## config.mk

```make
export PLATFORM = sky130hd
export DESIGN_NAME = link_liveness_and_quality_monitor
export DESIGN_NICKNAME = d
export VERILOG_FILES = /design/src/design/llqm_pkg.sv /design/src/design/link_liveness_and_quality_monitor.sv /design/src/design/llqm_alu.sv
export SDC_FILE = /design/constraint.sdc
export NUM_CORES = 1
export LEC_CHECK = 0
export BUFFER_PORTS_ARGS = -buffer_cell sky130_fd_sc_hd__buf_2
export CELL_PAD_IN_SITES_DETAIL_PLACEMENT = 0
export CELL_PAD_IN_SITES_GLOBAL_PLACEMENT = 1
export CORE_ASPECT_RATIO = 0.8
export CORE_MARGIN = 2
export CORE_UTILIZATION = 47
export CTS_BUF_LIST = sky130_fd_sc_hd__clkbuf_4
export CTS_CLUSTER_SIZE = 20
export DETAILED_ROUTE_END_ITERATION = 10
export PLACE_DENSITY = 0.83
export RECOVER_POWER = 100
export SLEW_MARGIN = 20
export SYNTH_ARGS = -nofsm -noshare
export SYNTH_HDL_FRONTEND = slang
export SYNTH_SLANG_ARGS = --single-unit
```

## constraint.sdc

```tcl
create_clock -name i_clk -period 6.38 [get_ports i_clk]
set_input_delay 0.319 -clock i_clk [delete_from_list [all_inputs] [get_ports i_clk]]
set_output_delay 0.319 -clock i_clk [all_outputs]
set_load 0.1 [all_outputs]
```

## src/design/llqm_pkg.sv

```systemverilog
// Shared types, constants and the grading function for the link liveness monitor.
// No dependencies; imported by llqm_alu and link_liveness_and_quality_monitor.
`timescale 1ns / 1ps

package llqm_pkg;

    // slot table size
    localparam int PEER_SLOTS = 8;
    localparam int IDX_W      = (PEER_SLOTS > 1) ? $clog2(PEER_SLOTS) : 1;
    localparam int CNT_W      = $clog2(PEER_SLOTS + 1);
    localparam int SUM_W      = 16 + $clog2(PEER_SLOTS);
    localparam int STEP_W     = $clog2(SUM_W);

    // field widths
    localparam int CMD_W   = 3;
    localparam int SLOT_W  = 3;
    localparam int PING_W  = 16;
    localparam int TIME_W  = 32;
    localparam int DELTA_W = 16;
    localparam int KIND_W  = 3;
    localparam int QUAL_W  = 3;
    localparam int ACC_W   = 17;
    localparam int TMO_W   = 20;
    localparam int CFG_IDX_W  = 2;
    localparam int CFG_DATA_W = 20;
    localparam int ALU_W   = 32;

    // commands
    localparam logic [CMD_W-1:0] CMD_TICK    = 3'd0;
    localparam logic [CMD_W-1:0] CMD_PING    = 3'd1;
    localparam logic [CMD_W-1:0] CMD_CONNECT = 3'd2;
    localparam logic [CMD_W-1:0] CMD_DISC    = 3'd3;
    localparam logic [CMD_W-1:0] CMD_RESET   = 3'd4;

    // result kinds
    localparam logic [KIND_W-1:0] EV_STATUS  = 3'd0;
    localparam logic [KIND_W-1:0] EV_CONN    = 3'd1;
    localparam logic [KIND_W-1:0] EV_DISC    = 3'd2;
    localparam logic [KIND_W-1:0] EV_TIMEOUT = 3'd3;
    localparam logic [KIND_W-1:0] EV_QUALITY = 3'd4;

    // quality levels
    localparam logic [QUAL_W-1:0] Q_EXCELLENT = 3'd0;
    localparam logic [QUAL_W-1:0] Q_GOOD      = 3'd1;
    localparam logic [QUAL_W-1:0] Q_FAIR      = 3'd2;
    localparam logic [QUAL_W-1:0] Q_POOR      = 3'd3;
    localparam logic [QUAL_W-1:0] Q_LOST      = 3'd4;

    // configuration register indexes
    localparam logic [CFG_IDX_W-1:0] CFG_TIMEOUT  = 2'd0;
    localparam logic [CFG_IDX_W-1:0] CFG_ATTACHED = 2'd1;

    localparam logic [ACC_W-1:0] SECOND_MS       = 17'd1000;
    localparam logic [TMO_W-1:0] TIMEOUT_RST     = 20'd15000;
    localparam logic [PING_W-1:0] GOOD_LIMIT     = 16'd30;
    localparam logic [PING_W-1:0] FAIR_LIMIT     = 16'd80;
    localparam logic [PING_W-1:0] POOR_LIMIT     = 16'd150;
    localparam logic [PING_W-1:0] LOST_LIMIT     = 16'd300;

    typedef struct packed {
        logic             sub;
        logic [ALU_W-1:0] a;
        logic [ALU_W-1:0] b;
    } t_alu_req;

    typedef struct packed {
        logic             carry;   // on subtract: 1 when a >= b
        logic [ALU_W-1:0] res;
    } t_alu_rsp;

    typedef struct packed {
        logic [KIND_W-1:0] kind;
        logic [SLOT_W-1:0] slot;
        logic [QUAL_W-1:0] quality;
        logic [PING_W-1:0] mean;
        logic [PING_W-1:0] sping;
        logic              salive;
        logic              aalive;
        logic              last;
    } t_result;

    function automatic logic [QUAL_W-1:0] grade(input logic [PING_W-1:0] mean);
        logic [QUAL_W-1:0] q;
        begin
            if (mean < GOOD_LIMIT)      q = Q_EXCELLENT;
            else if (mean < FAIR_LIMIT) q = Q_GOOD;
            else if (mean < POOR_LIMIT) q = Q_FAIR;
            else if (mean < LOST_LIMIT) q = Q_POOR;
            else                        q = Q_LOST;
            return q;
        end
    endfunction

endpackage

```

## src/design/link_liveness_and_quality_monitor.sv

```systemverilog
// Top level of the peer liveness and link quality monitor: sequencer, slot table,
// output register. Depends on llqm_pkg and llqm_alu.
`timescale 1ns / 1ps
//
//  channel | direction | handshake                 | payload
//  --------+-----------+---------------------------+-------------------------------------
//  in      | input     | i_in_valid / o_in_ready   | command, peer_slot, ping_ms, now_ms,
//          |           |                           | delta_ms
//  out     | output    | o_out_valid / i_out_ready | event_kind, event_slot, quality,
//          |           |                           | mean_ping, slot_ping, slot_alive,
//          |           |                           | all_alive, last
//  cfg     | input     | i_cfg_valid / o_cfg_ready | cfg_index, cfg_data
//
//  One item at a time; o_in_ready is high only while idle with no result pending. Plain
//  commands go through the command state and emit their results; an attached tick below
//  one second also passes the accumulate state. A tick reaching one second walks the slots
//  twice through the shared adder (scan and check states per slot for the timeout test,
//  the sum state for the ping sum) and then runs a restoring divide, one quotient bit per
//  cycle. Each result waits until the output register is free.
//  Reset is synchronous; no clearing pass is needed. cfg is always ready.

module link_liveness_and_quality_monitor (
    input  logic                              i_clk,
    input  logic                              i_rst_n,
    input  logic                              i_in_valid,
    output logic                              o_in_ready,
    input  logic [llqm_pkg::CMD_W-1:0]        i_command,
    input  logic [llqm_pkg::SLOT_W-1:0]       i_peer_slot,
    input  logic [llqm_pkg::PING_W-1:0]       i_ping_ms,
    input  logic [llqm_pkg::TIME_W-1:0]       i_now_ms,
    input  logic [llqm_pkg::DELTA_W-1:0]      i_delta_ms,
    output logic                              o_out_valid,
    input  logic                              i_out_ready,
    output logic [llqm_pkg::KIND_W-1:0]       o_event_kind,
    output logic [llqm_pkg::SLOT_W-1:0]       o_event_slot,
    output logic [llqm_pkg::QUAL_W-1:0]       o_quality,
    output logic [llqm_pkg::PING_W-1:0]       o_mean_ping,
    output logic [llqm_pkg::PING_W-1:0]       o_slot_ping,
    output logic                              o_slot_alive,
    output logic                              o_all_alive,
    output logic                              o_last,
    input  logic                              i_cfg_valid,
    output logic                              o_cfg_ready,
    input  logic [llqm_pkg::CFG_IDX_W-1:0]    i_cfg_index,
    input  logic [llqm_pkg::CFG_DATA_W-1:0]   i_cfg_data
);
    import llqm_pkg::*;

    typedef enum logic [10:0] {
        S_IDLE     = 11'b00000000001,
        S_CMD      = 11'b00000000010,
        S_EMIT_CMD = 11'b00000000100,
        S_ACC      = 11'b00000001000,
        S_SCAN     = 11'b00000010000,
        S_CHK      = 11'b00000100000,
        S_TO_DISC  = 11'b00001000000,
        S_TO_TMO   = 11'b00010000000,
        S_SUM      = 11'b00100000000,
        S_DIV      = 11'b01000000000,
        S_GRADE    = 11'b10000000000
    } t_state;

    // status and quality results share the output phase below
    typedef enum logic [2:0] {
        P_NONE   = 3'b001,
        P_QUAL   = 3'b010,
        P_STATUS = 3'b100
    } t_phase;

    t_state r_state;
    t_phase r_phase;

    // configuration
    logic [TMO_W-1:0] r_timeout;
    logic             r_attached;

    // latched item
    logic [CMD_W-1:0]   r_cmd;
    logic [SLOT_W-1:0]  r_slot;
    logic [PING_W-1:0]  r_ping;
    logic [TIME_W-1:0]  r_now;
    logic [DELTA_W-1:0] r_delta;

    // slot table
    logic [PING_W-1:0] r_ping_value [PEER_SLOTS];
    logic [TIME_W-1:0] r_seen_time  [PEER_SLOTS];
    logic [PEER_SLOTS-1:0] r_ping_valid;
    logic [PEER_SLOTS-1:0] r_seen_valid;
    logic [PEER_SLOTS-1:0] r_dropped;
    logic [ACC_W-1:0]  r_acc;
    logic [QUAL_W-1:0] r_quality;
    logic              r_any_joined;

    // sequencer working registers
    logic [IDX_W-1:0]  r_idx;
    logic [TIME_W-1:0] r_elapsed;
    logic [SUM_W-1:0]  r_sum;      // ping sum, then dividend / quotient
    logic [CNT_W-1:0]  r_cnt;
    logic [CNT_W-1:0]  r_rem;
    logic [STEP_W-1:0] r_step;

    t_result r_out;
    logic    r_out_valid;

    t_alu_req alu_req;
    t_alu_rsp alu_rsp;

    logic              out_free;
    logic              in_acc;
    logic              slot_ok;
    logic [IDX_W-1:0]  slot_ix;
    logic [IDX_W-1:0]  rd_ix;
    logic [PING_W-1:0] rd_ping;
    logic              idx_last;
    logic              hit;
    logic [CNT_W:0]    div_shift;
    logic [QUAL_W-1:0] new_q;
    logic [CNT_W-1:0]  cnt_next;
    logic [SUM_W-1:0]  sum_next;
    logic              q_bit;
    t_result           status_res;
    t_result           qual_res;
    logic              out_load;
    t_result           out_data;

    llqm_alu u_alu (
        .i_req (alu_req),
        .o_rsp (alu_rsp)
    );

    assign out_free   = !r_out_valid || i_out_ready;
    assign o_in_ready = (r_state == S_IDLE) && (r_phase == P_NONE);
    assign in_acc     = i_in_valid && o_in_ready;
    assign o_cfg_ready = 1'b1;

    assign slot_ok  = (32'(r_slot) < PEER_SLOTS);
    assign slot_ix  = IDX_W'(r_slot);
    assign idx_last = (r_idx == IDX_W'(PEER_SLOTS - 1));

    // single read port on the ping table: scan index during the sum, else input slot
    assign rd_ix   = (r_state == S_SUM) ? r_idx : slot_ix;
    assign rd_ping = r_ping_value[rd_ix];

    assign div_shift = {r_rem, r_sum[SUM_W-1]};
    assign new_q     = grade(r_sum[PING_W-1:0]);
    assign hit       = r_seen_valid[r_idx] && !r_dropped[r_idx] && !alu_rsp.carry;
    assign q_bit     = alu_rsp.carry;
    assign sum_next  = alu_rsp.res[SUM_W-1:0];
    assign cnt_next  = r_cnt + CNT_W'(r_ping_valid[r_idx]);

    always_comb begin
        alu_req = '0;
        unique case (r_state)
            S_ACC: begin
                alu_req.a = ALU_W'(r_acc);
                alu_req.b = ALU_W'(r_delta);
            end
            S_SCAN: begin
                alu_req.sub = 1'b1;
                alu_req.a   = r_now;
                alu_req.b   = r_seen_time[r_idx];
            end
            S_CHK: begin
                // borrow means elapsed exceeds the timeout
                alu_req.sub = 1'b1;
                alu_req.a   = ALU_W'(r_timeout);
                alu_req.b   = r_elapsed;
            end
            S_SUM: begin
                alu_req.a = ALU_W'(r_sum);
                alu_req.b = r_ping_valid[r_idx] ? ALU_W'(rd_ping) : '0;
            end
            S_DIV: begin
                alu_req.sub = 1'b1;
                alu_req.a   = ALU_W'(div_shift);
                alu_req.b   = ALU_W'(r_cnt);
            end
            default: alu_req = '0;
        endcase
    end

    always_comb begin
        status_res         = '0;
        status_res.kind    = EV_STATUS;
        status_res.slot    = r_slot;
        status_res.quality = r_quality;
        status_res.sping   = (slot_ok && r_ping_valid[slot_ix]) ? rd_ping : '0;
        status_res.salive  = slot_ok ? !r_dropped[slot_ix] : 1'b1;
        status_res.aalive  = !(|r_dropped) && r_any_joined;
        status_res.last    = 1'b1;

        qual_res         = '0;
        qual_res.kind    = EV_QUALITY;
        qual_res.slot    = r_slot;
        qual_res.quality = new_q;
        qual_res.mean    = r_sum[PING_W-1:0];
    end

    // result to load into the output register this cycle
    always_comb begin
        out_load         = 1'b0;
        out_data         = '0;
        out_data.quality = r_quality;
        unique case (r_state)
            S_IDLE: begin
                if (r_phase != P_NONE) begin
                    out_load = out_free;
                    out_data = (r_phase == P_QUAL) ? qual_res : status_res;
                end
            end
            S_EMIT_CMD: begin
                out_load      = out_free;
                out_data.kind = (r_cmd == CMD_CONNECT) ? EV_CONN : EV_DISC;
                out_data.slot = r_slot;
            end
            S_TO_DISC, S_TO_TMO: begin
                out_load      = out_free;
                out_data.kind = (r_state == S_TO_DISC) ? EV_DISC : EV_TIMEOUT;
                out_data.slot = SLOT_W'(r_idx);
            end
            default: ;
        endcase
    end

    // payload stores, no reset
    always_ff @(posedge i_clk) begin
        if (in_acc) begin
            r_cmd   <= i_command;
            r_slot  <= i_peer_slot;
            r_ping  <= i_ping_ms;
            r_now   <= i_now_ms;
            r_delta <= i_delta_ms;
        end
        if (r_state == S_CMD && slot_ok) begin
            if (r_cmd == CMD_PING) begin
                r_ping_value[slot_ix] <= r_ping;
                r_seen_time[slot_ix]  <= r_now;
            end else if (r_cmd == CMD_CONNECT) begin
                r_seen_time[slot_ix]  <= r_now;
            end
        end
    end

    // output register
    always_ff @(posedge i_clk) begin
        if (!i_rst_n) begin
            r_out_valid <= 1'b0;
            r_out       <= '0;
        end else if (out_load) begin
            r_out_valid <= 1'b1;
            r_out       <= out_data;
        end else if (i_out_ready) begin
            r_out_valid <= 1'b0;
        end
    end

    always_ff @(posedge i_clk) begin
        if (!i_rst_n) begin
            r_state      <= S_IDLE;
            r_phase      <= P_NONE;
            r_timeout    <= TIMEOUT_RST;
            r_attached   <= 1'b0;
            r_ping_valid <= '0;
            r_seen_valid <= '0;
            r_dropped    <= '0;
            r_acc        <= '0;
            r_quality    <= Q_EXCELLENT;
            r_any_joined <= 1'b0;
            r_idx        <= '0;
            r_sum        <= '0;
            r_cnt        <= '0;
            r_rem        <= '0;
            r_step       <= '0;
            r_elapsed    <= '0;
        end else begin
            if (i_cfg_valid) begin
                unique case (i_cfg_index)
                    CFG_TIMEOUT:  r_timeout  <= i_cfg_data[TMO_W-1:0];
                    CFG_ATTACHED: r_attached <= i_cfg_data[0];
                    default: ;
                endcase
            end

            unique case (r_state)
                S_IDLE: begin
                    if (in_acc) begin
                        r_state <= S_CMD;
                    end else if (r_phase != P_NONE && out_free) begin
                        // result phases run from idle once the working states are done
                        if (r_phase == P_QUAL) begin
                            r_quality <= new_q;
                            r_phase   <= P_STATUS;
                        end else begin
                            r_phase <= P_NONE;
                        end
                    end
                end
                S_CMD: begin
                    if (r_cmd == CMD_TICK && r_attached) begin
                        r_state <= S_ACC;
                    end else if (slot_ok && (r_cmd inside {CMD_CONNECT, CMD_DISC})) begin
                        r_state <= S_EMIT_CMD;
                    end else begin
                        r_state <= S_IDLE;
                        r_phase <= P_STATUS;
                    end
                    if (r_cmd == CMD_RESET) begin
                        r_ping_valid <= '0;
                        r_seen_valid <= '0;
                        r_dropped    <= '0;
                        r_acc        <= '0;
                        r_quality    <= Q_EXCELLENT;
                        r_any_joined <= 1'b0;
                    end else if (slot_ok) begin
                        case (r_cmd)
                            CMD_PING: begin
                                r_ping_valid[slot_ix] <= 1'b1;
                                r_seen_valid[slot_ix] <= 1'b1;
                                r_dropped[slot_ix]    <= 1'b0;
                            end
                            CMD_CONNECT: begin
                                r_any_joined          <= 1'b1;
                                r_seen_valid[slot_ix] <= 1'b1;
                                r_dropped[slot_ix]    <= 1'b0;
                            end
                            CMD_DISC: begin
                                r_dropped[slot_ix] <= 1'b1;
                            end
                            default: ;
                        endcase
                    end
                end
                S_EMIT_CMD: begin
                    if (out_free) begin
                        r_state <= S_IDLE;
                        r_phase <= P_STATUS;
                    end
                end
                S_ACC: begin
                    if (alu_rsp.res[ACC_W-1:0] < SECOND_MS) begin
                        r_acc   <= alu_rsp.res[ACC_W-1:0];
                        r_state <= S_IDLE;
                        r_phase <= P_STATUS;
                    end else begin
                        r_acc   <= '0;
                        r_idx   <= '0;
                        r_state <= S_SCAN;
                    end
                end
                S_SCAN: begin
                    r_elapsed <= alu_rsp.res;
                    r_state   <= S_CHK;
                end
                S_CHK: begin
                    if (hit) begin
                        r_state <= S_TO_DISC;
                    end else if (idx_last) begin
                        r_idx   <= '0;
                        r_sum   <= '0;
                        r_cnt   <= '0;
                        r_state <= S_SUM;
                    end else begin
                        r_idx   <= r_idx + 1'b1;
                        r_state <= S_SCAN;
                    end
                end
                S_TO_DISC: begin
                    if (out_free) begin
                        r_dropped[r_idx] <= 1'b1;
                        r_state          <= S_TO_TMO;
                    end
                end
                S_TO_TMO: begin
                    if (out_free) begin
                        if (idx_last) begin
                            r_idx   <= '0;
                            r_sum   <= '0;
                            r_cnt   <= '0;
                            r_state <= S_SUM;
                        end else begin
                            r_idx   <= r_idx + 1'b1;
                            r_state <= S_SCAN;
                        end
                    end
                end
                S_SUM: begin
                    r_sum <= sum_next;
                    r_cnt <= cnt_next;
                    if (idx_last) begin
                        r_idx <= '0;
                        if (cnt_next == '0) begin
                            // no pings recorded: quality stays
                            r_state <= S_IDLE;
                            r_phase <= P_STATUS;
                        end else begin
                            r_rem   <= '0;
                            r_step  <= '0;
                            r_state <= S_DIV;
                        end
                    end else begin
                        r_idx <= r_idx + 1'b1;
                    end
                end
                S_DIV: begin
                    // restoring divide, dividend shifts out as quotient shifts in
                    r_rem  <= q_bit ? alu_rsp.res[CNT_W-1:0] : div_shift[CNT_W-1:0];
                    r_sum  <= {r_sum[SUM_W-2:0], q_bit};
                    r_step <= r_step + 1'b1;
                    if (r_step == STEP_W'(SUM_W - 1)) begin
                        r_state <= S_GRADE;
                    end
                end
                S_GRADE: begin
                    r_state <= S_IDLE;
                    r_phase <= (new_q != r_quality) ? P_QUAL : P_STATUS;
                end
                default: r_state <= S_IDLE;
            endcase
        end
    end

    assign o_out_valid  = r_out_valid;
    assign o_event_kind = r_out.kind;
    assign o_event_slot = r_out.slot;
    assign o_quality    = r_out.quality;
    assign o_mean_ping  = r_out.mean;
    assign o_slot_ping  = r_out.sping;
    assign o_slot_alive = r_out.salive;
    assign o_all_alive  = r_out.aalive;
    assign o_last       = r_out.last;

endmodule

```

## src/design/llqm_alu.sv

```systemverilog
// Shared 32-bit add/subtract unit used by the monitor's sequencer.
// Depends on llqm_pkg for the request and response structs.
`timescale 1ns / 1ps

module llqm_alu (
    input  llqm_pkg::t_alu_req i_req,
    output llqm_pkg::t_alu_rsp o_rsp
);
    import llqm_pkg::*;

    logic [ALU_W-1:0] operand_b;
    logic [ALU_W:0]   total;

    assign operand_b = i_req.sub ? ~i_req.b : i_req.b;
    assign total     = {1'b0, i_req.a} + {1'b0, operand_b} + {{ALU_W{1'b0}}, i_req.sub};

    assign o_rsp.carry = total[ALU_W];
    assign o_rsp.res   = total[ALU_W-1:0];

endmodule
```

==> flow_summary.json <==
{
  "outcome": "finished with violations",
  "ios": 144,
  "start_util_pct": 47.6,
  "fin_skew_ns": 0.0688,
  "max_freq_mhz": 165,
  "drc_errors": 0,
  "path_class": "reg2reg",
  "power_density_nw_per_um2": 270,
  "dpl-instance-area_um2": 30500,
  "synth.top_cells.by_count": "454 x edfxtp_1, 346 x nand2_1, 195 x dfxtp_1",
  "grt_usage_pct": 27.0,
  "clock_path_buffers": 3,
  "finalInstanceArea_um2": 34300,
  "ys_warn_count": 0,
  "finalCriticalPeriod_ns": 6.06,
  "yosysTopAreaCell": "edfxtp_1",
  "avgRoutedWirePerCell_um": 22.6,
  "htree_levels": 4,
  "setup_violations": 0,
  "cpPeakStageDelay_ns": 0.64,
  "peakVddDrop_mv": 0.172,
  "leakagePower_uw": 0.0124,
  "areaGrowthSynthToFinish_pct": 20.6,
  "r2r-end": "r_sum[5]",
  "ys_ff_latch": 649,
  "reg2reg_depth": 25,
  "placed_cells": 3229,
  "critPathBufInv": 6,
  "grt_pass1_wl_um": 128000,
  "worstSetupStartpointType": "flip-flop",
  "end_kind": "flip-flop",
  "cp.arrival_ns": 6.93,
  "async_flop_share_pct": 0,
  "synth_area_leaders": "edfxtp_1 48%, dfxtp_1 14%, mux4_2 5.3%, nand2_1 4.6%, a21oi_1 3.1%",
  "synth_ff_type": "edfxtp_1",
  "synth_cell_types": 91,
  "seq_area_frac_synth_pct": 61.6,
  "drv_slew": 311,
  "avgSynthCellArea_um2": 12.1,
  "yosysTopAreaCellShare_pct": 47.9,
  "hold_depth": 4,
  "overflow": 0,
  "port_buffers": 142,
  "gp_congestion": 0.924,
  "cap_violations": 11,
  "min_to": "r_timeout[3]",
  "reg2reg_slack_ns": 0.32,
  "hold_path_class": "in2reg",
  "wl_um": 84100,
  "hold_viol": 0,
  "antenna_found_initial": 3,
  "tightest_slew_ns": 3.05,
  "dr_total_vias": 21917,
  "cp.required_ns": 7.24,
  "cts_tree": "done",
  "row_count": 80,
  "dp_hpwl_um": 53400,
  "violations": "max-capacitance violations, max-slew violations",
  "worst_slack_ns": 0.318,
  "drive_gt1_share_pct": 19.8,
  "synth_edf_count": 454,
  "crit_top_cell": "nand2_1",
  "rsz0062_at_grt": "no",
  "grt_start_max_net_pins": 66,
  "clk_pin_slew_ns": 0.07,
  "nets": 2933,
  "clock-sinks": 649,
  "hold_start": "i_cfg_index[0]",
  "yosysMostFrequentCell": "edfxtp_1",
  "critPathTopFamily": "compound AO/OA/AOI/OAI gates",
  "slew_headroom_pct": -103,
  "cts-root-buf": "clkbuf_4",
  "die_x_um": 279,
  "setup-tns-final_ns": 0,
  "syn-cell-area_um2": 28400,
  "finalCritPeriodShare_pct": 95.0,
  "timing.rr.start": "r_state[0]",
  "netlist_instances": 2358,
  "core_um2": 59800,
  "detail-route-antenna-nets": 0,
  "synth_nets": 2493,
  "cp_slowest_cell": "or4_4",
  "cts_made_buffers": 161,
  "vias_per_cell": 5.90,
  "firstDrtPassIters": 10,
  "place_ws_ns": 0.00433,
  "dieArea_um2": 62500,
  "grt_pass1_vias": 21416,
  "drt_iter0_drc": 2515,
  "worstSkewPairLatency_ns": 1.03,
  "layout.cells.non_filler": 3713,
  "die_y_um": 224,
  "critical_path_peak_fanout": 15
}
-- where the power goes --
part	internal (uW)	switching [uW]
Combinational	255	527
Clock	1920	1720
Sequential	4690	146
Total	6870	2400
-- cell families after synthesis --
logic type / share of synthesized area (%)
AO/OA/AOI/OAI: 12.0
XOR/XNOR: 1.32
adder cells (fa/ha/maj): 1.70
buffers and inverters: 2.31
flip-flops: 61.6
multiplexers: 7.71
other: 0.0132
AND/OR/NAND/NOR: 13.3
-- state kept, by name, summed over array words and instances (netlist names), 4 cells and up, named ones only --
| signal | count |
|---|---|
| r_step | 5 |
| r_cnt | 4 |
| r_rem | 4 |
| r_elapsed | 32 |
| r_acc | 17 |
| r_seen_valid | 8 |
| r_now | 32 |
| r_ping_value | 128 |
| r_timeout | 20 |
| r_sum | 19 |
| r_seen_time | 256 |
| r_ping | 16 |
| r_delta | 16 |
| o_slot_ping | 16 |
| r_ping_valid | 8 |
| o_mean_ping | 16 |
| r_dropped | 8 |
| r_state | 11 |
-- cells in the final DEF (no fill, tap or decap), types with 8 or more instances in the layout --
cell type      count
a21oi_1          175
mux2_2            21
edfxtp_1         454
nand4_1           22
a22oi_1           69
or3_1              8
nor3_1            19
inv_1             16
clkinv_1          24
nand2_1          346
and3_1            37
clkbuf_1          77
dlygate4sd3_1    185
ha_1              37
mux4_2            67
nor2_1           163
o21ai_0           86
a221oi_1          23
clkbuf_4         253
a31oi_1           11
o21a_1            16
nor2b_1            9
mux2i_1           30
a21o_1            21
o22ai_1           16
o211ai_1           8
a222oi_1          19
nand3b_1           9
xor2_1            18
buf_2             92
nand3_1          114
xnor2_1           24
dfxtp_1          192
buf_4             69
and2_1             8
-- cell type report --
cell class,instances,area [um2]
Antenna cell,6,15.0
Clock buffer,252,1890
Clock inverter,41,274
Fill cell,4897,25400
Inverter,17,66.3
Multi-Input combinational cell,1539,10300
Sequential cell,649,17500
Tap cell,779,975
Timing Repair Buffer,430,3220
-- per-stage QoR --
step / hold slack, ns / util (%) / power (uW)
2_1_floorplan: 0.418 / - / 5290
3_3_place_gp: 0.439 / 51.0 / 5600
3_5_place_dp: 0.444 / 51.0 / 5620
4_1_cts: 0.00616 / 57.7 / 9330
5_1_grt: 0.0711 / 57.4 / 9640
6_report: 0.0818 / 57.4 / 9260
-- worst max path at each step --
stage,startpoint,endpoint,slack [ns],cells past startpoint
floorplan,r_state[0],r_phase[2],0.99,22
global placement,r_state[0],r_elapsed[31],0.04,20
detailed placement,r_state[0],r_elapsed[31],0.004,22
CTS,r_state[0],r_phase[2],0.09,22
global route,r_state[0],r_idx[0],0.02,22
finish,r_state[0],r_sum[5],0.32,25
-- layer usage --
metal	wire length [um]	global-route usage, %	part of all wire, %	up-vias
met5	0	0	0	-
met2	37600	41.2	45	1071
met3	7030	5.37	8.4	163
met1	37100	38.5	44	10745
met4	2310	9.90	2.8	0
li1	-	-	-	9938
-- worst reg2reg max path, delay by kind of cell (launching register included) --
family	cells	cell delay, ns
buf+inv	6	1.31
compound gates	9	1.88
xor+xnor	1	0.17
fa+ha+maj	1	0.44
simple gates	8	1.73
flops	1	0.40
-- repair_timing --
item / CTS / global route
hold endpoints to repair: 150 / 0
resized for setup: 2 / 8
endpoints found under the setup margin: 3 / 33
buffers inserted: 0 / 0
hold buffers: 185 / 0
No activity file was read; power rests on OpenSTA's default activity.
